[config.mk]
export PLATFORM = sky130hd
export DESIGN_NAME = global_average_pooling
export DESIGN_NICKNAME = d
export VERILOG_FILES = /design/src/sv/gap_pkg.sv /design/src/sv/gap_front.sv /design/src/sv/gap_queue.sv /design/src/sv/gap_div.sv /design/src/sv/global_average_pooling.sv
export SDC_FILE = /design/constraint.sdc
export NUM_CORES = 1
export LEC_CHECK = 0
export BUFFER_PORTS_ARGS = -buffer_cell sky130_fd_sc_hd__buf_2
export CAP_MARGIN = 0
export CORE_MARGIN = 1.5
export CORE_UTILIZATION = 35
export DETAILED_ROUTE_END_ITERATION = 10
export GPL_ROUTABILITY_DRIVEN = 0
export PLACE_DENSITY = 0.51
export SLEW_MARGIN = 20
export SYNTH_ARGS = -nofsm -noshare
export SYNTH_HDL_FRONTEND = slang
export SYNTH_HIERARCHICAL = 1
export SYNTH_SLANG_ARGS = --single-unit
[constraint.sdc]
create_clock -name i_clk -period 10.63 [get_ports i_clk]
set_clock_uncertainty 0.2 [all_clocks]
set_input_delay 0.5315 -clock i_clk [delete_from_list [all_inputs] [get_ports i_clk]]
set_output_delay 0.5315 -clock i_clk [all_outputs]
set_load 0.02 [all_outputs]
[src/sv/gap_pkg.sv]
// ----------------------------------------------------------------------------
// gap_pkg
// Shared widths, register codes, control types and divider states for the
// global average pooling block.
// ----------------------------------------------------------------------------
package gap_pkg;

    localparam int SAMPLE_W   = 16;
    localparam int AVG_W      = 16;
    localparam int CHAN_IDX_W = 10;
    localparam int DIM_W      = 9;
    localparam int CHAN_CNT_W = 11;
    localparam int DIM_MAX    = 256;
    localparam int PROD_W     = 2 * DIM_W;
    localparam int APB_ADDR_W = 4;
    localparam int APB_DATA_W = 32;

    typedef enum logic [1:0] {
        REG_PLANE_WIDTH   = 2'd0,
        REG_PLANE_HEIGHT  = 2'd1,
        REG_CHANNEL_COUNT = 2'd2
    } t_reg_idx;

    // register values and a restart request, handed to the front end
    typedef struct packed {
        logic [DIM_W-1:0]      plane_width;
        logic [DIM_W-1:0]      plane_height;
        logic [CHAN_CNT_W-1:0] channel_count;
        logic                  restart;
    } t_cfg;

    typedef enum logic [1:0] {
        S_IDLE,
        S_DIV,
        S_HOLD
    } t_div_state;

endpackage

[src/sv/gap_front.sv]
// ----------------------------------------------------------------------------
// gap_front
// Takes samples, keeps the running channel sum and plane position, and pushes
// one division request into the queue when a plane completes.
// ----------------------------------------------------------------------------
module gap_front #(
    parameter int MAX_PLANE    = 65536,
    parameter int MAX_CHANNELS = 1024,
    parameter int PLANE_W      = 17,
    parameter int SUM_W        = 33
) (
    input  logic                         i_clk,
    input  logic                         i_rst_n,
    input  gap_pkg::t_cfg                i_cfg,
    input  logic                         i_valid,
    output logic                         o_ready,
    input  logic [gap_pkg::SAMPLE_W-1:0] i_sample,
    input  logic                         i_q_full,
    output logic                         o_push,
    output logic [SUM_W-1:0]             o_sum,
    output logic [PLANE_W-1:0]           o_size,
    output logic [gap_pkg::CHAN_IDX_W-1:0] o_chan,
    output logic                         o_last
);
    import gap_pkg::*;

    localparam int CMP_W = CHAN_CNT_W + 2;

    logic [SUM_W-1:0]      r_sum, n_sum;
    logic [PLANE_W-1:0]    r_pos, n_pos;
    logic [CHAN_CNT_W-1:0] r_chan, n_chan;
    logic [DIM_W-1:0]      w_eff, h_eff;
    logic [PROD_W-1:0]     prod;
    logic [PLANE_W-1:0]    size;
    logic [CHAN_CNT_W-1:0] chans;
    logic [CHAN_CNT_W:0]   chan_inc;
    logic                  accept, done, last;

    always_comb begin
        w_eff = (i_cfg.plane_width == '0) ? DIM_W'(1) :
                (i_cfg.plane_width > DIM_W'(DIM_MAX)) ? DIM_W'(DIM_MAX) : i_cfg.plane_width;
        h_eff = (i_cfg.plane_height == '0) ? DIM_W'(1) :
                (i_cfg.plane_height > DIM_W'(DIM_MAX)) ? DIM_W'(DIM_MAX) : i_cfg.plane_height;
        prod  = PROD_W'(w_eff) * PROD_W'(h_eff);
        size  = (prod > PROD_W'(MAX_PLANE)) ? PLANE_W'(MAX_PLANE) : PLANE_W'(prod);
        if (i_cfg.channel_count == '0) begin
            chans = CHAN_CNT_W'(1);
        end else if (CMP_W'(i_cfg.channel_count) > CMP_W'(MAX_CHANNELS)) begin
            chans = CHAN_CNT_W'(MAX_CHANNELS);
        end else begin
            chans = i_cfg.channel_count;
        end
    end

    assign o_ready  = !i_q_full;
    assign accept   = i_valid && o_ready;
    assign n_sum    = r_sum + {{(SUM_W-SAMPLE_W){i_sample[SAMPLE_W-1]}}, i_sample};
    assign n_pos    = r_pos + PLANE_W'(1);
    assign done     = (n_pos >= size);
    assign chan_inc = {1'b0, r_chan} + (CHAN_CNT_W+1)'(1);
    assign last     = (chan_inc >= {1'b0, chans});
    assign n_chan   = last ? '0 : chan_inc[CHAN_CNT_W-1:0];

    assign o_push = accept && done;
    assign o_sum  = n_sum;
    assign o_size = size;
    assign o_chan = r_chan[CHAN_IDX_W-1:0];
    assign o_last = last;

    always_ff @(posedge i_clk) begin
        if (!i_rst_n || i_cfg.restart) begin
            r_sum  <= '0;
            r_pos  <= '0;
            r_chan <= '0;
        end else if (accept) begin
            if (done) begin
                r_sum  <= '0;
                r_pos  <= '0;
                r_chan <= n_chan;
            end else begin
                r_sum  <= n_sum;
                r_pos  <= n_pos;
            end
        end
    end

    a_pos_in_plane: assert property (@(posedge i_clk) disable iff (!i_rst_n)
        !i_cfg.restart |=> (r_pos < size) || $past(i_cfg.restart))
        else $error("plane position reached plane size without wrapping");

    a_push_has_room: assert property (@(posedge i_clk) disable iff (!i_rst_n)
        o_push |-> !i_q_full)
        else $error("request pushed into a full queue");

endmodule

[src/sv/gap_queue.sv]
// ----------------------------------------------------------------------------
// gap_queue
// Short first-in first-out queue between the accumulating front end and the
// divider.
// ----------------------------------------------------------------------------
module gap_queue #(
    parameter int WIDTH = 61,
    parameter int DEPTH = 2
) (
    input  logic             i_clk,
    input  logic             i_rst_n,
    input  logic             i_push,
    input  logic [WIDTH-1:0] i_data,
    input  logic             i_pop,
    output logic [WIDTH-1:0] o_data,
    output logic             o_full,
    output logic             o_empty
);
    import gap_pkg::*;

    localparam int PTR_W = (DEPTH > 1) ? $clog2(DEPTH) : 1;
    localparam int CNT_W = $clog2(DEPTH + 1);

    logic [WIDTH-1:0] r_mem [DEPTH];
    logic [PTR_W-1:0] r_wr_ptr, r_rd_ptr;
    logic [CNT_W-1:0] r_count;
    logic             do_push, do_pop;

    assign o_full  = (r_count == CNT_W'(DEPTH));
    assign o_empty = (r_count == '0);
    assign do_push = i_push && !o_full;
    assign do_pop  = i_pop && !o_empty;
    assign o_data  = r_mem[r_rd_ptr];

    always_ff @(posedge i_clk) begin
        if (do_push) begin
            r_mem[r_wr_ptr] <= i_data;
        end
    end

    always_ff @(posedge i_clk) begin
        if (!i_rst_n) begin
            r_wr_ptr <= '0;
            r_rd_ptr <= '0;
            r_count  <= '0;
        end else begin
            if (do_push) begin
                r_wr_ptr <= (r_wr_ptr == PTR_W'(DEPTH - 1)) ? '0 : r_wr_ptr + PTR_W'(1);
            end
            if (do_pop) begin
                r_rd_ptr <= (r_rd_ptr == PTR_W'(DEPTH - 1)) ? '0 : r_rd_ptr + PTR_W'(1);
            end
            case ({do_push, do_pop})
                2'b10:   r_count <= r_count + CNT_W'(1);
                2'b01:   r_count <= r_count - CNT_W'(1);
                default: r_count <= r_count;
            endcase
        end
    end

    a_count_bounded: assert property (@(posedge i_clk) disable iff (!i_rst_n)
        r_count <= CNT_W'(DEPTH))
        else $error("queue count above depth");

endmodule

[src/sv/gap_div.sv]
// ----------------------------------------------------------------------------
// gap_div
// Back end: signed sum divided by plane size, one quotient bit per cycle,
// truncated toward zero, into an output register.
// ----------------------------------------------------------------------------
module gap_div #(
    parameter int PLANE_W = 17,
    parameter int SUM_W   = 33
) (
    input  logic                           i_clk,
    input  logic                           i_rst_n,
    input  logic                           i_valid,
    output logic                           o_ready,
    input  logic [SUM_W-1:0]               i_sum,
    input  logic [PLANE_W-1:0]             i_size,
    input  logic [gap_pkg::CHAN_IDX_W-1:0] i_chan,
    input  logic                           i_last,
    output logic                           o_valid,
    input  logic                           i_ready,
    output logic [gap_pkg::AVG_W-1:0]      o_average,
    output logic [gap_pkg::CHAN_IDX_W-1:0] o_channel_index,
    output logic                           o_last_channel
);
    import gap_pkg::*;

    localparam int CNT_W = $clog2(SUM_W + 1);

    t_div_state             r_state, n_state;
    logic [CNT_W-1:0]       r_cnt;
    logic [SUM_W-1:0]       r_quo;
    logic [PLANE_W-1:0]     r_rem, r_div;
    logic                   r_neg;
    logic [CHAN_IDX_W-1:0]  r_chan;
    logic                   r_last;
    logic                   r_out_valid;
    logic [AVG_W-1:0]       r_avg;
    logic [CHAN_IDX_W-1:0]  r_out_chan;
    logic                   r_out_last;

    logic                   load, step, out_load;
    logic [PLANE_W:0]       trial;
    logic                   fits;
    logic [SUM_W-1:0]       q_signed;

    // next state
    always_comb begin
        n_state = r_state;
        case (r_state)
            S_IDLE:  if (i_valid) n_state = S_DIV;
            S_DIV:   if (r_cnt == CNT_W'(1)) n_state = S_HOLD;
            S_HOLD:  if (!r_out_valid || i_ready) n_state = S_IDLE;
            default: n_state = S_IDLE;
        endcase
    end

    // control outputs
    always_comb begin
        load     = 1'b0;
        step     = 1'b0;
        out_load = 1'b0;
        case (r_state)
            S_IDLE:  load = i_valid;
            S_DIV:   step = 1'b1;
            S_HOLD:  out_load = !r_out_valid || i_ready;
            default: ;
        endcase
    end

    assign o_ready  = load;
    assign trial    = {r_rem, r_quo[SUM_W-1]};
    assign fits     = (trial >= {1'b0, r_div});
    assign q_signed = r_neg ? (~r_quo + SUM_W'(1)) : r_quo;

    always_ff @(posedge i_clk) begin
        if (!i_rst_n) begin
            r_state     <= S_IDLE;
            r_cnt       <= '0;
            r_out_valid <= 1'b0;
        end else begin
            r_state <= n_state;
            if (load) begin
                r_cnt <= CNT_W'(SUM_W);
            end else if (step) begin
                r_cnt <= r_cnt - CNT_W'(1);
            end
            if (out_load) begin
                r_out_valid <= 1'b1;
            end else if (i_ready) begin
                r_out_valid <= 1'b0;
            end
        end
    end

    always_ff @(posedge i_clk) begin
        if (load) begin
            r_neg  <= i_sum[SUM_W-1];
            r_quo  <= i_sum[SUM_W-1] ? (~i_sum + SUM_W'(1)) : i_sum;
            r_rem  <= '0;
            r_div  <= i_size;
            r_chan <= i_chan;
            r_last <= i_last;
        end else if (step) begin
            // restoring step: remainder stays below the divisor
            r_rem <= fits ? PLANE_W'(trial - {1'b0, r_div}) : trial[PLANE_W-1:0];
            r_quo <= {r_quo[SUM_W-2:0], fits};
        end
        if (out_load) begin
            r_avg      <= q_signed[AVG_W-1:0];
            r_out_chan <= r_chan;
            r_out_last <= r_last;
        end
    end

    assign o_valid         = r_out_valid;
    assign o_average       = r_avg;
    assign o_channel_index = r_out_chan;
    assign o_last_channel  = r_out_last;

    a_quotient_fits: assert property (@(posedge i_clk) disable iff (!i_rst_n)
        (r_state == S_HOLD) |-> (r_quo <= SUM_W'(32768)))
        else $error("mean magnitude exceeds sample range");

    a_div_count_live: assert property (@(posedge i_clk) disable iff (!i_rst_n)
        (r_state == S_DIV) |-> (r_cnt != '0))
        else $error("divider running with exhausted bit count");

endmodule

[src/sv/global_average_pooling.sv]
// ----------------------------------------------------------------------------
// global_average_pooling
// Per-channel mean of a channel-major feature map of signed Q8.8 samples.
// Flow: a completed plane's sum goes through a two-entry queue to a
// bit-serial divider that takes one plane at a time; input takes one sample
// per cycle while the queue has room and stalls when it is full.
// Reset: synchronous active-low; registers return to 1, sums and counters
// clear, queue and output empty. Any register write restarts the map.
// ----------------------------------------------------------------------------
module global_average_pooling #(
    parameter int MAX_PLANE    = 65536,
    parameter int MAX_CHANNELS = 1024
) (
    input  logic                             i_clk,
    input  logic                             i_rst_n,
    input  logic                             psel,
    input  logic                             penable,
    input  logic                             pwrite,
    input  logic [gap_pkg::APB_ADDR_W-1:0]   paddr,
    input  logic [gap_pkg::APB_DATA_W-1:0]   pwdata,
    output logic [gap_pkg::APB_DATA_W-1:0]   prdata,
    output logic                             pready,
    input  logic                             i_valid,
    output logic                             o_ready,
    input  logic [gap_pkg::SAMPLE_W-1:0]     i_sample,
    output logic                             o_valid,
    input  logic                             i_ready,
    output logic [gap_pkg::AVG_W-1:0]        o_average,
    output logic [gap_pkg::CHAN_IDX_W-1:0]   o_channel_index,
    output logic                             o_last_channel
);
    import gap_pkg::*;

    localparam int PLANE_W = $clog2(MAX_PLANE + 1);
    localparam int SUM_W   = SAMPLE_W + PLANE_W;
    localparam int ENTRY_W = SUM_W + PLANE_W + CHAN_IDX_W + 1;

    logic [DIM_W-1:0]      r_width, r_height;
    logic [CHAN_CNT_W-1:0] r_chans;
    t_reg_idx              idx;
    logic                  wr;
    t_cfg                  cfg;

    logic                  push, q_full, q_empty, pop;
    logic [SUM_W-1:0]      f_sum, b_sum;
    logic [PLANE_W-1:0]    f_size, b_size;
    logic [CHAN_IDX_W-1:0] f_chan, b_chan;
    logic                  f_last, b_last;
    logic [ENTRY_W-1:0]    q_in, q_out;

    assign pready = 1'b1;
    assign wr     = psel && penable && pwrite && pready;
    assign idx    = t_reg_idx'(paddr[APB_ADDR_W-1:2]);

    always_ff @(posedge i_clk) begin
        if (!i_rst_n) begin
            r_width  <= DIM_W'(1);
            r_height <= DIM_W'(1);
            r_chans  <= CHAN_CNT_W'(1);
        end else if (wr) begin
            case (idx)
                REG_PLANE_WIDTH:   r_width  <= pwdata[DIM_W-1:0];
                REG_PLANE_HEIGHT:  r_height <= pwdata[DIM_W-1:0];
                REG_CHANNEL_COUNT: r_chans  <= pwdata[CHAN_CNT_W-1:0];
                default: ;
            endcase
        end
    end

    always_comb begin
        case (idx)
            REG_PLANE_WIDTH:   prdata = APB_DATA_W'(r_width);
            REG_PLANE_HEIGHT:  prdata = APB_DATA_W'(r_height);
            REG_CHANNEL_COUNT: prdata = APB_DATA_W'(r_chans);
            default:           prdata = '0;
        endcase
    end

    always_comb begin
        cfg.plane_width   = r_width;
        cfg.plane_height  = r_height;
        cfg.channel_count = r_chans;
        cfg.restart       = wr && (idx == REG_PLANE_WIDTH || idx == REG_PLANE_HEIGHT ||
                                   idx == REG_CHANNEL_COUNT);
    end

    gap_front #(
        .MAX_PLANE    (MAX_PLANE),
        .MAX_CHANNELS (MAX_CHANNELS),
        .PLANE_W      (PLANE_W),
        .SUM_W        (SUM_W)
    ) u_front (
        .i_clk    (i_clk),
        .i_rst_n  (i_rst_n),
        .i_cfg    (cfg),
        .i_valid  (i_valid),
        .o_ready  (o_ready),
        .i_sample (i_sample),
        .i_q_full (q_full),
        .o_push   (push),
        .o_sum    (f_sum),
        .o_size   (f_size),
        .o_chan   (f_chan),
        .o_last   (f_last)
    );

    assign q_in = {f_sum, f_size, f_chan, f_last};

    gap_queue #(
        .WIDTH (ENTRY_W),
        .DEPTH (2)
    ) u_queue (
        .i_clk   (i_clk),
        .i_rst_n (i_rst_n),
        .i_push  (push),
        .i_data  (q_in),
        .i_pop   (pop),
        .o_data  (q_out),
        .o_full  (q_full),
        .o_empty (q_empty)
    );

    assign {b_sum, b_size, b_chan, b_last} = q_out;

    gap_div #(
        .PLANE_W (PLANE_W),
        .SUM_W   (SUM_W)
    ) u_div (
        .i_clk           (i_clk),
        .i_rst_n         (i_rst_n),
        .i_valid         (!q_empty),
        .o_ready         (pop),
        .i_sum           (b_sum),
        .i_size          (b_size),
        .i_chan          (b_chan),
        .i_last          (b_last),
        .o_valid         (o_valid),
        .i_ready         (i_ready),
        .o_average       (o_average),
        .o_channel_index (o_channel_index),
        .o_last_channel  (o_last_channel)
    );

endmodule
Yosys cells after proc, flatten, opt, wreduce, memory -nomap -nowiden
Memory sizes are Yosys's and may differ from the RTL's. A register that Yosys moved wholly into a read port is not among the register bits.
Index checks and enable logic that the tools add are counted.
{"block": "totals", "mem_bits_rw": 122, "in_bits": 59, "output_inout_bits": 62, "ff_bits": 209, "word_cells": 120, "memories": 1}
{"memory": "u_queue.r_mem", "words": 2, "word_bits": 61, "rd": 1, "rd_clocked_by_memory_dff": 1, "wr": 1, "line": "gap_queue.sv:24", "source": "logic [WIDTH-1:0] r_mem [DEPTH];"}
{"block": "classes", "add_sub_neg": 11, "multipliers": 1, "order_cmp": 7, "n_eq_ne": 11, "bitwise": 3, "n_reduce_logical": 30, "mux": 34}
{"cell": "33-bit two-way mux", "n": 4}
{"cell": "17-bit two-way mux", "n": 3}
{"cell": "9-bit two-way mux", "n": 4}
{"cell": "33-bit by 1-bit adder with 33-bit output (second input constant)", "n": 1}
{"cell": "33-bit adder", "n": 1}
{"cell": "11-bit two-way mux", "n": 3}
{"cell": "33-bit NOT", "n": 1}
{"cell": "11-bit one-hot mux with 3 select lines", "n": 1}
{"cell": "18-bit by 17-bit greater-or-equal comparator with 1-bit output", "n": 1}
{"cell": "18-bit by 17-bit > comparator with 1-bit output (second input constant)", "n": 1}
{"cell": "9-bit > comparator (second input constant)", "n": 2}
{"cell": "9-bit logical NOT", "n": 2}
{"cell": "9-bit by 9-bit multiplier with 18-bit output", "n": 1}
{"cell": "17-bit by 1-bit adder with 17-bit output (second input constant)", "n": 1}
{"cell": "17-bit greater-or-equal comparator", "n": 1}
{"cell": "17-bit subtractor", "n": 1}
{"cell": "16-bit by 1-bit adder with 16-bit output (second input constant)", "n": 1}
{"cell": "16-bit two-way mux", "n": 1}
{"cell": "16-bit NOT", "n": 1}
{"cell": "11-bit by 1-bit adder with 12-bit output (second input constant)", "n": 1}
{"cell": "12-bit by 11-bit greater-or-equal comparator with 1-bit output", "n": 1}
{"cell": "6-bit two-way mux", "n": 2}
{"cell": "11-bit > comparator (second input constant)", "n": 1}
{"cell": "11-bit logical NOT", "n": 1}
{"cell": "22 further kinds", "n": 60}

Logic depth before layout (Yosys ltp)
Gate-level depths: netlist of run 1.
{"block": "logic_depth", "depth_word": 11, "mapped_depth": 36, "mapped_depth_nobuf": 35}

Hierarchy
The synthesis of run 1 kept the hierarchy.
{"module": "gap_front", "seq_area_each_um2": 1221.2, "instances": 1, "area_per_inst_um2": 8624.5, "cells_each": 1133}
{"module": "gap_div", "seq_area_each_um2": 3193.1, "instances": 1, "area_per_inst_um2": 6064.6, "cells_each": 574}
{"module": "gap_queue", "seq_area_each_um2": 3763.6, "instances": 1, "area_per_inst_um2": 4620.7, "cells_each": 216}
{"module": "global_average_pooling", "seq_area_each_um2": 580.6, "instances": 1, "area_per_inst_um2": 1490.2, "cells_each": 169}

Least setup slack after synthesis of run 1
OpenSTA, ideal clock, no wires.
{"block": "synth_timing", "path_kind": "register -> register", "from": "register r_width[4]", "to": "memory u_queue.r_mem[0][0], enable pin", "stages_incl_launch_ff": 32, "path_slack_ps": 1992, "synth_period_minus_slack_ps": 8638, "arrival_ps": 8023, "required_ps": 10015, "setup_ps": 415, "n_path_buf": 1, "cell_sequence": "dfxtp_1 -> nor4_1 -> a21oi_1 -> nor2_1 -> nand2_1 -> fa_1 -> fa_1 -> inv_1 -> fa_1 -> inv_1 -> fa_1 -> inv_1 -> ha_1 -> or3_1 -> or2_1 -> a31oi_4 -> o21ai_2 -> a211oi_4 -> buf_2 -> nand2_1 -> a21o_1 -> ha_1 -> nand4_1 -> a31oi_1 -> a2111oi_0 -> o21ai_1 -> a21o_1 -> nand2_1 -> clkinv_1 -> inv_1 -> or3_1 -> inv_1"}
{"block": "synth_between", "elab_chain_cells": 11, "elab_cells_between_ends": 12, "classes_between": "mul: 1; order compare: 3; mux: 5; reduce/logical: 3"}
{"item": "start, declared", "line": "global_average_pooling.sv:38", "source": "logic [DIM_W-1:0] r_width, r_height;"}
{"item": "start signal, assigned", "line": "global_average_pooling.sv:62", "source": "REG_PLANE_WIDTH: r_width <= pwdata[DIM_W-1:0];"}
{"item": "9-bit > comparator", "line": "gap_front.sv:41", "source": "(i_cfg.plane_width > DIM_W'(DIM_MAX)) ? DIM_W'(DIM_MAX) : i_cfg.plane_width;"}
{"item": "9-bit two-way mux", "line": "gap_front.sv:41"}
{"item": "9-bit two-way mux (*)", "line": "gap_front.sv:40", "source": "w_eff = (i_cfg.plane_width == '0) ? DIM_W'(1) :"}
{"item": "9-bit by 9-bit multiplier with 18-bit output (*)", "line": "gap_front.sv:44", "source": "prod = PROD_W'(w_eff) * PROD_W'(h_eff);"}
{"item": "18-bit by 17-bit > comparator with 1-bit output", "line": "gap_front.sv:45", "source": "size = (prod > PROD_W'(MAX_PLANE)) ? PLANE_W'(MAX_PLANE) : PLANE_W'(prod);"}
{"item": "17-bit two-way mux (*)", "line": "gap_front.sv:45"}
{"item": "17-bit greater-or-equal comparator (*)", "line": "gap_front.sv:59", "source": "assign done = (n_pos >= size);"}
{"item": "1-bit logical AND (*)", "line": "gap_front.sv:64", "source": "assign o_push = accept && done;"}
{"item": "net push", "line": "global_average_pooling.sv:44", "source": "logic push, q_full, q_empty, pop;"}
{"item": "1-bit logical AND (*)", "line": "gap_queue.sv:31", "source": "assign do_push = i_push && !o_full;"}
{"item": "1-bit two-way mux (*)", "line": "gap_queue.sv:36", "source": "if (do_push) begin"}
{"item": "1-bit two-way mux (not written as such) (*)", "line": "gap_queue.sv:37", "source": "r_mem[r_wr_ptr] <= i_data;"}
{"item": "end, declared", "line": "gap_queue.sv:24"}
Mark *: on every way through the listed nets, which the timed path passes. The rest lies on a longest branch.

Final worst setup path of run 1
{"block": "layout_timing", "from": "register r_height[5]", "to": "memory u_queue.r_mem[1][41], enable pin"}
{"block": "layout_between", "elab_chain_cells": 11, "elab_cells_between_ends": 12, "classes_between": "mul: 1; order compare: 3; mux: 5; reduce/logical: 3"}
{"item": "start, declared", "line": "global_average_pooling.sv:38"}
{"item": "start signal, assigned", "line": "global_average_pooling.sv:63", "source": "REG_PLANE_HEIGHT: r_height <= pwdata[DIM_W-1:0];"}
{"item": "9-bit > comparator", "line": "gap_front.sv:43", "source": "(i_cfg.plane_height > DIM_W'(DIM_MAX)) ? DIM_W'(DIM_MAX) : i_cfg.plane_height;"}
{"item": "9-bit two-way mux", "line": "gap_front.sv:43"}
{"item": "9-bit two-way mux (*)", "line": "gap_front.sv:42", "source": "h_eff = (i_cfg.plane_height == '0) ? DIM_W'(1) :"}
{"item": "9-bit by 9-bit multiplier with 18-bit output (*)", "line": "gap_front.sv:44"}
{"item": "18-bit by 17-bit > comparator with 1-bit output", "line": "gap_front.sv:45"}
{"item": "17-bit two-way mux (*)", "line": "gap_front.sv:45"}
{"item": "17-bit greater-or-equal comparator (*)", "line": "gap_front.sv:59"}
{"item": "1-bit logical AND (*)", "line": "gap_front.sv:64"}
{"item": "net push", "line": "global_average_pooling.sv:44"}
{"item": "1-bit logical AND (*)", "line": "gap_queue.sv:31"}
{"item": "1-bit two-way mux (*)", "line": "gap_queue.sv:36"}
{"item": "1-bit two-way mux (not written as such) (*)", "line": "gap_queue.sv:37"}
Marked as above.

==> flow_metrics.env, run 1 <==
export IMPL_switchingPower_w=0.00153
export IMPL_crit_required_ps=10700
export IMPL_pwr_share_comb=0.291
export IMPL_synth_commonest_cells="nand2_1, edfxtp_1, inv_1, ha_1, dfxtp_1"
export IMPL_cts_sinks=332
export IMPL_timing_rr_end="u_queue/r_mem[1][41]$_DFFE_PP_"
export IMPL_finish_utilization=0.392
export IMPL_dieWidth_um=247
export IMPL_critical_path_class="reg2reg"
export IMPL_syn_cell_area_mm2=0.0208
export IMPL_grt_max_degree=67
export IMPL_netlist_instances=2092
export IMPL_crit_arrival_ps=9730
export IMPL_ioPinCount=121
export IMPL_synth_top_area_frac=0.305
export IMPL_rrSetupSlack_ps=960
export IMPL_die_y_um=247
export IMPL_end_kind="register"
export IMPL_clk_latency_ps=570
export IMPL_reg2reg_depth=29
export IMPL_detail_route_antenna_nets=0
export IMPL_synth_edf_count=211
export IMPL_cts_resized=0
export IMPL_core_area_mm2=0.0589
export IMPL_hp_start="pwdata[0]"
export IMPL_fin_crit_sh=0.909
export IMPL_hold_depth=3
export IMPL_drt_first_pass_iters=5
export IMPL_clk_pin_slew_ps=60
export IMPL_grt_overflow_total=0
export IMPL_cts_buffers=40
export IMPL_yosys_area_share_xor_xnor=0.0528
export IMPL_routed_via_density=5.10
export IMPL_cts_max_level=2
export IMPL_synth_compound_area_frac=0.129
export IMPL_cp_max_fo=38
export IMPL_cts_tree="built"
export IMPL_drc=0
export IMPL_drtIter0Drc=786
export IMPL_cp_slowest_cell="nor2_1"
export IMPL_hold_end="r_chans[0]$_SDFFE_PN1P_"
export IMPL_p_int_w=0.00303
export IMPL_yosys_cell_count_top_type="nand2_1"
export IMPL_synth_seq_cells=332
export IMPL_placedCellCount=2867
export IMPL_synth_top_area_cell="edfxtp_1"
export IMPL_dieArea_mm2=0.0609
export IMPL_cp_start_kind="register"
export IMPL_grt_use_total=0.160
export IMPL_cts_root_buf="clkbuf_16"
export IMPL_ir_worst_vdd_mv=0.129
export IMPL_io_buffers=75
export IMPL_synth_area_leaders="edfxtp_1, dfxtp_1, ha_1, nand2_1, fa_1"
export IMPL_cp_common_cell="fa_1"
export IMPL_totalWireLength_um=48800
export IMPL_min_period_ps=9670
export IMPL_slew_headroom=0.303
export IMPL_setup_viol=0
export IMPL_place_ws_ps=1000
export IMPL_synth_cell_types=93
export IMPL_leakagePower_nw=9.17
export IMPL_hold_violations=0
export IMPL_n_fill_cell=5802
export IMPL_stdcell_count=2944
export IMPL_synthMuxAreaShare=0.0606
export IMPL_fin_nets=2371
export IMPL_hold_class="in2reg"
export IMPL_outcome="finished, final reports clean"
export IMPL_rsz0062_at_grt="no"
export IMPL_synthAdderAreaFrac=0.123
export IMPL_max_cap_violations=0
export IMPL_first_global_vias=14400
export IMPL_p_sw_frac=0.335
export IMPL_multi_input_area_mm2=0.0111
export IMPL_antenna_found_initial=0
export IMPL_synthSimpleGateAreaFrac=0.160
export IMPL_vias=15000
export IMPL_synth_seq_area_share=0.421
export IMPL_synth_top_family_by_area="simple AND/OR/NAND/NOR gates"
export IMPL_syn2layout_area_growth_pct=11.1
export IMPL_powerDensity_mw_per_mm2=197
export IMPL_tightest_slew_ps=1050
export IMPL_initial_core_util=0.353
export IMPL_final_max_slew_violation_count=0
export IMPL_r2r_start="r_height[5]$_SDFFE_PN0P_"
export IMPL_critPathMaxStageDelay_ps=570
export IMPL_seqPwrFrac=0.415
export IMPL_synthFlopType="edfxtp_1"
export IMPL_startpoint="r_height[5]$_SDFFE_PN0P_"
export IMPL_avgRoutedWirePerCell_um=16.6
export IMPL_cts_buffer_depth=3
export IMPL_dp_hpwl_um=35900
export IMPL_fin_ws_ps=965
export IMPL_yosys_warnings=6
export IMPL_fmax_ghz=0.103
export IMPL_num_rows=89
export IMPL_layout_drive_gt1_share=0.124
export IMPL_grt_pass1_wl_um=77700
export IMPL_pwr_share_clk=0.294
export IMPL_async_flop_share=0
export IMPL_seqCellArea_mm2=0.00876
export IMPL_syn_avg_cell_area_um2=9.94
export IMPL_tns_ps=0
[worst max-delay path: cells and delay by family (launching register included)]
| kind | cells | cell delay [ps] |
|---|---|---|
| buf+inv | 6 | 1240 |
| simple gates | 8 | 2740 |
| flops | 1 | 340 |
| fa+ha+maj | 6 | 2580 |
| compound gates | 9 | 2210 |
[timing repair]
| item | 4_1_cts | 5_1_grt |
|---|---|---|
| hold buffers | 2 | 0 |
| hold endpoints to repair | 2 | 0 |
| setup endpoints to repair | 0 | 0 |
| setup buffers | 0 | 0 |
[power by group through the flow]
| stage | combinational (W) | clock [W] | sequential, W |
|---|---|---|---|
| 4_1_cts | 0.00134 | 0.00139 | 0.00190 |
| 5_1_grt | 0.00149 | 0.00143 | 0.00193 |
| 3_5_place_dp | 0.00133 | 0 | 0.00192 |
| 6_report | 0.00133 | 0.00134 | 0.00189 |
| 2_1_floorplan | 0.00101 | 0 | 0.00189 |
| 3_3_place_gp | 0.00131 | 0 | 0.00191 |
[sequential cells by signal, indices dropped and copies added, names as in the netlist, 10 cells and up, named ones only]
signal                 flops
u_front/r_pos             17
u_div/o_channel_index     10
u_div/r_div               17
u_queue/r_mem            122
r_chans                   11
u_div/o_average           16
u_div/r_rem               17
u_front/r_sum             33
u_front/r_chan            11
u_div/r_quo               33
u_div/r_chan              10
[kinds of logic (layout without fill, tap and decap cells)]
family | after synthesis | after routing
and+or+nand+nor | 690 | 690
DFF | 332 | 332
other | 2 | 23
buffers and inverters | 247 | 305
xor gates and xnor gates | 122 | 122
muxes | 118 | 118
adders and majority gates | 174 | 174
AOI/OAI and AO/OA | 407 | 407
[through the flow]
| step | hold slack [ps] | power, W | area (µm²) |
|---|---|---|---|
| after floorplan | 200 | 0.00290 | 20900 |
| after global placement | 206 | 0.00323 | 21800 |
| after detailed placement | 215 | 0.00325 | 21800 |
| after CTS | 16.9 | 0.00462 | 23100 |
| after global routing | 45.6 | 0.00484 | 23100 |
| final | 54.8 | 0.00456 | 23100 |
[per-layer routing]
metal / vias to the layer above / part of all wire / wire length, µm / global-route usage
met1: 7128 / 0.51 / 24900 / 0.235
met2: 346 / 0.42 / 20400 / 0.237
met3: 80 / 0.046 / 2250 / 0.0277
li1: 7450 / - / - / -
met5: - / 0 / 0 / 0
met4: 0 / 0.026 / 1280 / 0.0506
[cell type report]
type / instances / share of cell area
Multi-Input combinational cell: 1533 / 0.478
Sequential cell: 332 / 0.379
Clock buffer: 56 / 0.0472
Tap cell: 773 / 0.0418
Timing Repair Buffer: 96 / 0.0233
Inverter: 135 / 0.0219
Clock inverter: 18 / 0.00828
Antenna cell: 1 / 0.000108
[how the worst max path moves through the flow]
| stage | slack, ps | to | cells after the start |
|---|---|---|---|
| after floorplan | 1990 | u_queue/r_mem[0][0]$_DFFE_PP_ | 31 |
| after global placement | 980 | u_queue/r_mem[1][41]$_DFFE_PP_ | 29 |
| after detailed placement | 1000 | u_queue/r_mem[1][42]$_DFFE_PP_ | 29 |
| after CTS | 980 | u_queue/r_mem[1][57]$_DFFE_PP_ | 29 |
| after global routing | 330 | u_queue/r_mem[1][42]$_DFFE_PP_ | 30 |
| final | 960 | u_queue/r_mem[1][41]$_DFFE_PP_ | 29 |
[layout by cell type, fill, tap and decap left out, types with 8 or more instances in the layout]
cell type    n
a211oi_1     9
a21o_1      32
a21oi_1     96
a21oi_2     11
a22oi_1     11
and2_1      27
and3_1      20
buf_2       75
buf_4       19
clkbuf_1    13
clkbuf_16   40
conb_1      22
dfxtp_1    120
edfxtp_1   211
fa_1        52
ha_1       122
inv_1      131
mux2_2      64
mux2i_1     54
nand2_1    285
nand2b_1    26
nand3_1     62
nand4_1     13
nor2_1     111
nor2b_1     35
nor3_1      23
nor4_1      13
o2111ai_1    8
o211ai_1    12
o21a_1      11
o21ai_0     97
o21ai_1     21
o31ai_1     19
or3_1       20
xnor2_1     62
xor2_1      57
No activity file was read; power rests on OpenSTA's default activity.
==> run 2, diff against run 1 <==
--- a/config.mk
+++ b/config.mk
@@ -5,9 +5,10 @@
 export SDC_FILE = /design/constraint.sdc
 export NUM_CORES = 1
 export LEC_CHECK = 0
+export ABC_AREA = 1
 export BUFFER_PORTS_ARGS = -buffer_cell sky130_fd_sc_hd__buf_2
 export CAP_MARGIN = 0
-export CORE_MARGIN = 1.5
+export CORE_MARGIN = 3
 export CORE_UTILIZATION = 35
 export DETAILED_ROUTE_END_ITERATION = 10
 export GPL_ROUTABILITY_DRIVEN = 0
==> run 2 against run 1 <==
Against the previous run: the flow now finishes with violations (DRC); maximum frequency is 15% higher; utilization is 0.13 points higher; wire length is 13% higher; sequential power is 11% higher; power is 26% higher; combinational power is 71% higher; global-route usage is 0.33 points higher; clock power hardly changed; critical path type unchanged.
==> flow_metrics.env, run 2 <==
export IMPL_outcome="finished with violations"
export IMPL_violations="DRC"
export IMPL_first_global_vias=17800
export IMPL_rrSetupSlack_ps=2240
export IMPL_detail_route_antenna_nets=0
export IMPL_cts_buffer_depth=3
export IMPL_synth_cell_types=53
export IMPL_end_kind="register"
export IMPL_synth_top_family_by_area="simple AND/OR/NAND/NOR gates"
export IMPL_tns_ps=0
export IMPL_synth_area_leaders="edfxtp_1, nand2_1, dfxtp_1, inv_1, ha_1"
export IMPL_seqPwrFrac=0.364
export IMPL_fmax_ghz=0.119
export IMPL_cts_buffers=40
export IMPL_synth_seq_area_share=0.385
export IMPL_netlist_instances=2881
export IMPL_cp_top_family="adder cells"
export IMPL_core_area_mm2=0.0637
export IMPL_synth_seq_cells=332
export IMPL_hold_class="in2reg"
export IMPL_setup_viol=0
export IMPL_stdcell_count=3820
export IMPL_drtIter0Drc=1098
export IMPL_leakagePower_nw=11.8
export IMPL_max_cap_violations=0
export IMPL_die_y_um=261
export IMPL_cp_buffers_inverters=9
export IMPL_post_cts_buffers=0
export IMPL_hold_depth=5
export IMPL_drc=1
export IMPL_final_max_slew_violation_count=0
export IMPL_vias=18100
export IMPL_n_fill_cell=6540
export IMPL_dieWidth_um=261
export IMPL_switchingPower_w=0.00225
export IMPL_syn_cell_area_mm2=0.0228
export IMPL_dieArea_mm2=0.0681
export IMPL_async_flop_share=0
export IMPL_cts_root_buf="clkbuf_16"
export IMPL_synth_edf_count=211
export IMPL_avgRoutedWirePerCell_um=14.5
export IMPL_startpoint="r_width[1]$_SDFFE_PN0P_"
export IMPL_yosys_warnings=6
export IMPL_p_sw_frac=0.392
export IMPL_num_rows=92
export IMPL_synth_commonest_cells="nand2_1, inv_1, nor2_1, edfxtp_1, nand3_1"
export IMPL_grt_use_total=0.163
export IMPL_timing_rr_end="u_queue/r_mem[1][0]$_DFFE_PP_"
export IMPL_drt_first_pass_iters=9
export IMPL_ioPinCount=121
export IMPL_crit_arrival_ps=8430
export IMPL_dp_hpwl_um=42000
export IMPL_synth_top_area_cell="edfxtp_1"
export IMPL_antenna_found_initial=1
export IMPL_totalWireLength_um=55400
export IMPL_synthFlopType="edfxtp_1"
export IMPL_hold_end="r_chans[9]$_SDFFE_PN0P_"
export IMPL_clk_latency_ps=580
export IMPL_synthSimpleGateAreaFrac=0.269
export IMPL_grt_overflow_total=0
export IMPL_reg2reg_depth=36
export IMPL_io_buffers=75
export IMPL_pwr_share_clk=0.239
export IMPL_cp_start_kind="register"
export IMPL_largest_register_ffs=122
export IMPL_layout_drive_gt1_share=0.103
export IMPL_cts_tree="built"
export IMPL_fin_total_pwr_w=0.00573
export IMPL_cp_max_fo=40
export IMPL_grt_max_degree=62
export IMPL_initial_core_util=0.358
export IMPL_crit_required_ps=10670
export IMPL_pwr_share_comb=0.397
export IMPL_layout_cells_most_common="nand2_1"
export IMPL_tightest_slew_ps=958
export IMPL_hp_start="pwdata[9]"
export IMPL_synthAdderAreaFrac=0.113
export IMPL_regMostFlops="u_queue/r_mem"
export IMPL_slew_headroom=0.361
export IMPL_layout_common_cells="nand2_1, inv_1, nor2_1, edfxtp_1, nand3_1"
export IMPL_syn2layout_area_growth_pct=10.1
export IMPL_syn_avg_cell_area_um2=7.90
export IMPL_powerDensity_mw_per_mm2=229
export IMPL_cts_sinks=332
export IMPL_cts_max_level=2
export IMPL_grt_pass1_wl_um=90200
export IMPL_routed_via_density=4.74
export IMPL_hold_violations=0
export IMPL_placedCellCount=3744
export IMPL_synth_top_area_frac=0.278
export IMPL_ir_worst_vdd_mv=0.124
export IMPL_fin_crit_sh=0.790
export IMPL_synthMuxAreaShare=0.0401
export IMPL_critPathMaxStageDelay_ps=550
export IMPL_p_int_w=0.00348
export IMPL_cp_slowest_cell="fa_1"
export IMPL_yosys_area_share_xor_xnor=0.0304
export IMPL_synth_compound_area_frac=0.0539
export IMPL_fin_nets=3174
export IMPL_clk_pin_slew_ps=60
export IMPL_critical_path_class="reg2reg"
export IMPL_min_period_ps=8390
export IMPL_reg_largest_list="u_queue/r_mem: 122 flops, u_div/r_quo: 33 flops, u_front/r_sum: 33 flops"
export IMPL_yosys_cell_count_top_type="nand2_1"
export IMPL_rsz0062_at_grt="no"
export IMPL_r2r_start="r_width[1]$_SDFFE_PN0P_"
-- run 2: cell types whose count changed after synthesis, moves of 37 or more --
| cell | delta |
|---|---|
| mux2i_1 | -54 |
| inv_1 | +330 |
| nor2_1 | +156 |
| nand2_1 | +570 |
| nor2b_1 | -37 |
| mux2_4 | +60 |
| mux2_2 | -63 |
| o21ai_0 | -44 |
| xnor2_1 | -43 |
| nand3_1 | +122 |
-- run 2: metrics by stage --
step | cell area (µm²) | setup slack, ps | util | hold WS, ps
detailed placement | 23700 | 2210 | 0.373 | 205
global route | 25100 | 1530 | 0.394 | 112
finish | 25100 | 2240 | 0.394 | 99.6
CTS | 25100 | 2190 | 0.394 | 43.2
global placement | 23700 | 2300 | 0.373 | 202
floorplan | 22800 | 1140 | - | 200
-- run 2: power by group through the flow --
| stage | sequential (W) | combinational (W) | clock, W |
|---|---|---|---|
| 2_1_floorplan | 0.00206 | 0.00176 | 0 |
| 3_3_place_gp | 0.00210 | 0.00225 | 0 |
| 3_5_place_dp | 0.00211 | 0.00228 | 0 |
| 4_1_cts | 0.00209 | 0.00229 | 0.00143 |
| 5_1_grt | 0.00213 | 0.00259 | 0.00147 |
| 6_report | 0.00209 | 0.00227 | 0.00137 |
-- run 2: cells by family after synthesis --
| logic type | after synthesis |
|---|---|
| compound gates | 224 |
| xor+xnor | 79 |
| fa+ha+maj | 174 |
| buf+inv | 559 |
| flops | 332 |
| mux | 61 |
| other cells | 2 |
| simple gates | 1450 |
-- run 2: layout make-up --
class | instances | area, µm² | area share
antenna | 2 | 5.00 | 0.000200
clock buffer | 54 | 1090 | 0.0436
clock inverter | 19 | 229 | 0.00914
inverter | 467 | 1750 | 0.0699
multi-input combinational | 2010 | 11600 | 0.465
sequential | 332 | 8760 | 0.350
tap | 846 | 1060 | 0.0422
timing repair buffer | 90 | 515 | 0.0206
-- run 2: timing repair --
action | CTS | global route
endpoints found under the hold margin | 1 | 0
resized for setup | 0 | 0
hold buffers | 1 | 0
-- run 2: worst min-delay path: stages --
cell     delay (ps)
buf_2            80
inv_1            40
nand3_2          60
nand2_1          40
nor2_1           70
-- run 2: per-layer routing --
| layer | up-vias | global-route usage | part of all wire |
|---|---|---|---|
| li1 | 9212 | - | - |
| met1 | 8389 | 0.232 | 0.49 |
| met2 | 413 | 0.261 | 0.44 |
| met3 | 74 | 0.0270 | 0.052 |
| met4 | 0 | 0.0380 | 0.018 |
| met5 | - | 0 | 0 |
-- run 2: worst max-delay path by stage --
stage                                                end  cells past startpoint  slack (ps)
final                      u_queue/r_mem[1][0]$_DFFE_PP_                     36        2240
after global routing      u_queue/r_mem[1][29]$_DFFE_PP_                     38        1530
after CTS                 u_queue/r_mem[1][29]$_DFFE_PP_                     36        2190
after detailed placement  u_queue/r_mem[1][47]$_DFFE_PP_                     36        2210
after global placement    u_queue/r_mem[1][47]$_DFFE_PP_                     36        2300
after floorplan            u_queue/r_mem[0][0]$_DFFE_PP_                     38        1140
==> run 3, diff against run 2 <==
--- a/config.mk
+++ b/config.mk
@@ -5,14 +5,14 @@
 export SDC_FILE = /design/constraint.sdc
 export NUM_CORES = 1
 export LEC_CHECK = 0
-export ABC_AREA = 1
+export ABC_AREA = 0
 export BUFFER_PORTS_ARGS = -buffer_cell sky130_fd_sc_hd__buf_2
 export CAP_MARGIN = 0
 export CORE_MARGIN = 3
 export CORE_UTILIZATION = 35
 export DETAILED_ROUTE_END_ITERATION = 10
 export GPL_ROUTABILITY_DRIVEN = 0
-export PLACE_DENSITY = 0.51
+export PLACE_DENSITY = 0.53
 export SLEW_MARGIN = 20
 export SYNTH_ARGS = -nofsm -noshare
 export SYNTH_HDL_FRONTEND = slang
==> constraint.sdc (replaced) <==
create_clock -name i_clk -period 7 [get_ports i_clk]
set_clock_uncertainty 0.2 [all_clocks]
set_input_delay 0.35 -clock i_clk [delete_from_list [all_inputs] [get_ports i_clk]]
set_output_delay 0.35 -clock i_clk [all_outputs]
set_load 0.02 [all_outputs]
==> run 3 against run 2 <==
Against the previous run: the flow finishes with violations (setup timing); critical path depth decreased by 3; power increased by 22%; first-iteration DRC count decreased by 11%; non-clock buffer count increased by 163; global-route usage decreased by 0.14 points; flip-flop and latch count unchanged; cell count decreased by 19%; wire length decreased by 7.6%; critical endpoint is now u_queue/r_mem[0][32]$_DFFE_PP_; largest cell class unchanged.
==> flow_metrics.env, run 3 (synthesis gave the netlist of run 1 again) <==
export IMPL_drtIter0Drc=977
export IMPL_dieWidth_um=250
export IMPL_grt_pass1_wl_um=82700
export IMPL_switchingPower_w=0.00232
export IMPL_totalWireLength_um=51200
export IMPL_io_buffers=75
export IMPL_seqCellArea_mm2=0.00877
export IMPL_dp_hpwl_um=38100
export IMPL_grt_use_total=0.162
export IMPL_avgRoutedWirePerCell_um=16.6
export IMPL_setup_viol=186
export IMPL_first_global_vias=15500
export IMPL_die_y_um=250
export IMPL_tightest_slew_ps=998
export IMPL_max_cap_violations=0
export IMPL_detail_route_antenna_nets=0
export IMPL_antenna_found_initial=0
export IMPL_busiest_layer="met2"
export IMPL_drc=0
export IMPL_use_met3=0.0324
export IMPL_cts_sinks=332
export IMPL_cts_buffers=38
export IMPL_grtUsageMet1=0.238
export IMPL_cts_tree="built"
export IMPL_fmax_ghz=0.132
export IMPL_pwr_share_comb=0.305
export IMPL_cp_max_fo=7
export IMPL_fin_crit_sh=1.08
export IMPL_critical_path_class="reg2reg"
export IMPL_min_period_ps=7580
export IMPL_routed_via_density=5.01
export IMPL_end_kind="register"
export IMPL_critPathMaxStageDelay_ps=530
export IMPL_cp_start_kind="register"
export IMPL_slew_headroom=0.331
export IMPL_initial_core_util=0.357
export IMPL_violations="setup timing"
export IMPL_fin_ws_ps=-576
export IMPL_placedCellCount=2992
export IMPL_cp_slowest_cell="fa_1"
export IMPL_cts_root_buf="clkbuf_16"
export IMPL_largest_register_ffs=122
export IMPL_multi_input_area_mm2=0.0114
export IMPL_regMostFlops="u_queue/r_mem"
export IMPL_hold_violations=0
export IMPL_cts_max_level=2
export IMPL_reg_largest_list="u_queue/r_mem: 122 flops, u_div/r_quo: 33 flops, u_front/r_sum: 33 flops"
export IMPL_ioPinCount=121
export IMPL_tns_ps=-73330
export IMPL_vias=15500
export IMPL_core_area_mm2=0.0582
export IMPL_grt_overflow_total=0
export IMPL_grt_max_degree=67
export IMPL_layout_common_cells="nand2_1, edfxtp_1, buf_4, inv_1, ha_1"
export IMPL_place_ws_ps=-718
export IMPL_num_rows=88
export IMPL_syn2layout_area_growth_pct=18.8
export IMPL_outcome="finished with violations"
export IMPL_layout_cells_most_common="nand2_1"
export IMPL_crit_arrival_ps=7630
export IMPL_grtUsageMet2=0.247
export IMPL_clk_latency_ps=550
export IMPL_stdcell_count=3089
export IMPL_fin_nets=2527
export IMPL_p_int_w=0.00465
export IMPL_rsz0062_at_grt="yes"
export IMPL_clk_pin_slew_ps=60
export IMPL_hold_depth=4
export IMPL_dieArea_mm2=0.0624
export IMPL_reg2reg_depth=33
export IMPL_hold_class="in2reg"
export IMPL_p_sw_frac=0.332
export IMPL_seqPwrFrac=0.417
export IMPL_crit_required_ps=7060
export IMPL_powerDensity_mw_per_mm2=282
export IMPL_pwr_share_clk=0.278
export IMPL_n_fill_cell=5551
export IMPL_drt_first_pass_iters=5
export IMPL_leakagePower_nw=9.99
export IMPL_cts_buffer_depth=3
export IMPL_ir_worst_vdd_mv=0.206
export IMPL_layout_drive_gt1_share=0.202
export IMPL_final_max_slew_violation_count=0
export IMPL_cp_common_cell="fa_1"
-- run 3: cell count changes in the layout (fill, tap and decap cells not counted), moves of 31 or more --
cell,change
nand2_1,-579
inv_1,-333
nor2_1,-158
buf_4,+138
nand3_1,-123
mux2_2,+63
mux2_4,-60
mux2i_1,+54
o21ai_0,+42
xnor2_1,+41
a21oi_1,-33
nor2b_1,+31
-- run 3: worst paths after layout --
kind | start | end | slack (ps)
max | r_height[5]$_SDFFE_PN0P_ | u_queue/r_mem[0][32]$_DFFE_PP_ | -580
min | penable | r_chans[0]$_SDFFE_PN1P_ | 100
max reg2reg | r_height[5]$_SDFFE_PN0P_ | u_queue/r_mem[0][32]$_DFFE_PP_ | -580
min reg2reg | u_div/r_chan[1]$_DFFE_PP_ | u_div/o_channel_index[1]$_DFFE_PP_ | 220
-- run 3: critical path, delay by kind of cell (launching register included) --
| kind | cells | cell delay (ps) |
|---|---|---|
| adders and majority gates | 6 | 2440 |
| and+or+nand+nor | 10 | 2090 |
| AOI/OAI and AO/OA | 8 | 1390 |
| buffers and inverters | 9 | 820 |
| DFF | 1 | 330 |
-- run 3: area by class of cell --
type | instances | area share
Inverter | 135 | 0.0209
Tap cell | 765 | 0.0387
Multi-Input combinational cell | 1534 | 0.461
Antenna cell | 1 | 0.000101
Clock inverter | 17 | 0.00663
Timing Repair Buffer | 253 | 0.0759
Sequential cell | 332 | 0.355
Clock buffer | 52 | 0.0423
-- run 3: routing by layer --
| metal | wire, µm | share of wire |
|---|---|---|
| met1 | 25700 | 0.50 |
| met2 | 22200 | 0.43 |
| met3 | 2490 | 0.049 |
| met4 | 776 | 0.015 |
| met5 | 0 | 0 |
-- run 3: metrics by stage --
stage	utilization	power [W]	area [µm²]	hold WS, ps
2_1_floorplan	-	0.00441	21000	200
3_3_place_gp	0.394	0.00497	23000	212
3_5_place_dp	0.394	0.00502	23000	208
4_1_cts	0.421	0.00704	24500	101
5_1_grt	0.424	0.00742	24700	108
6_report	0.424	0.00697	24700	104
-- run 3: power by group through the flow --
stage,Combinational [W],Clock [W],Sequential [W]
floorplan,0.00155,0,0.00286
global placement,0.00203,0,0.00293
detailed placement,0.00207,0,0.00295
CTS,0.00212,0.00200,0.00291
global route,0.00238,0.00209,0.00296
finish,0.00212,0.00194,0.00290
-- run 3: what timing repair did --
| action | CTS | global route |
|---|---|---|
| gates cloned | 2 | 1 |
| setup buffers | 8 | 5 |
| pin swaps | 8 | 24 |
| endpoints found under the hold margin | 29 | 0 |
| gates resized for setup | 31 | 24 |
| endpoints found under the setup margin | 186 | 186 |
| hold buffers | 12 | 0 |
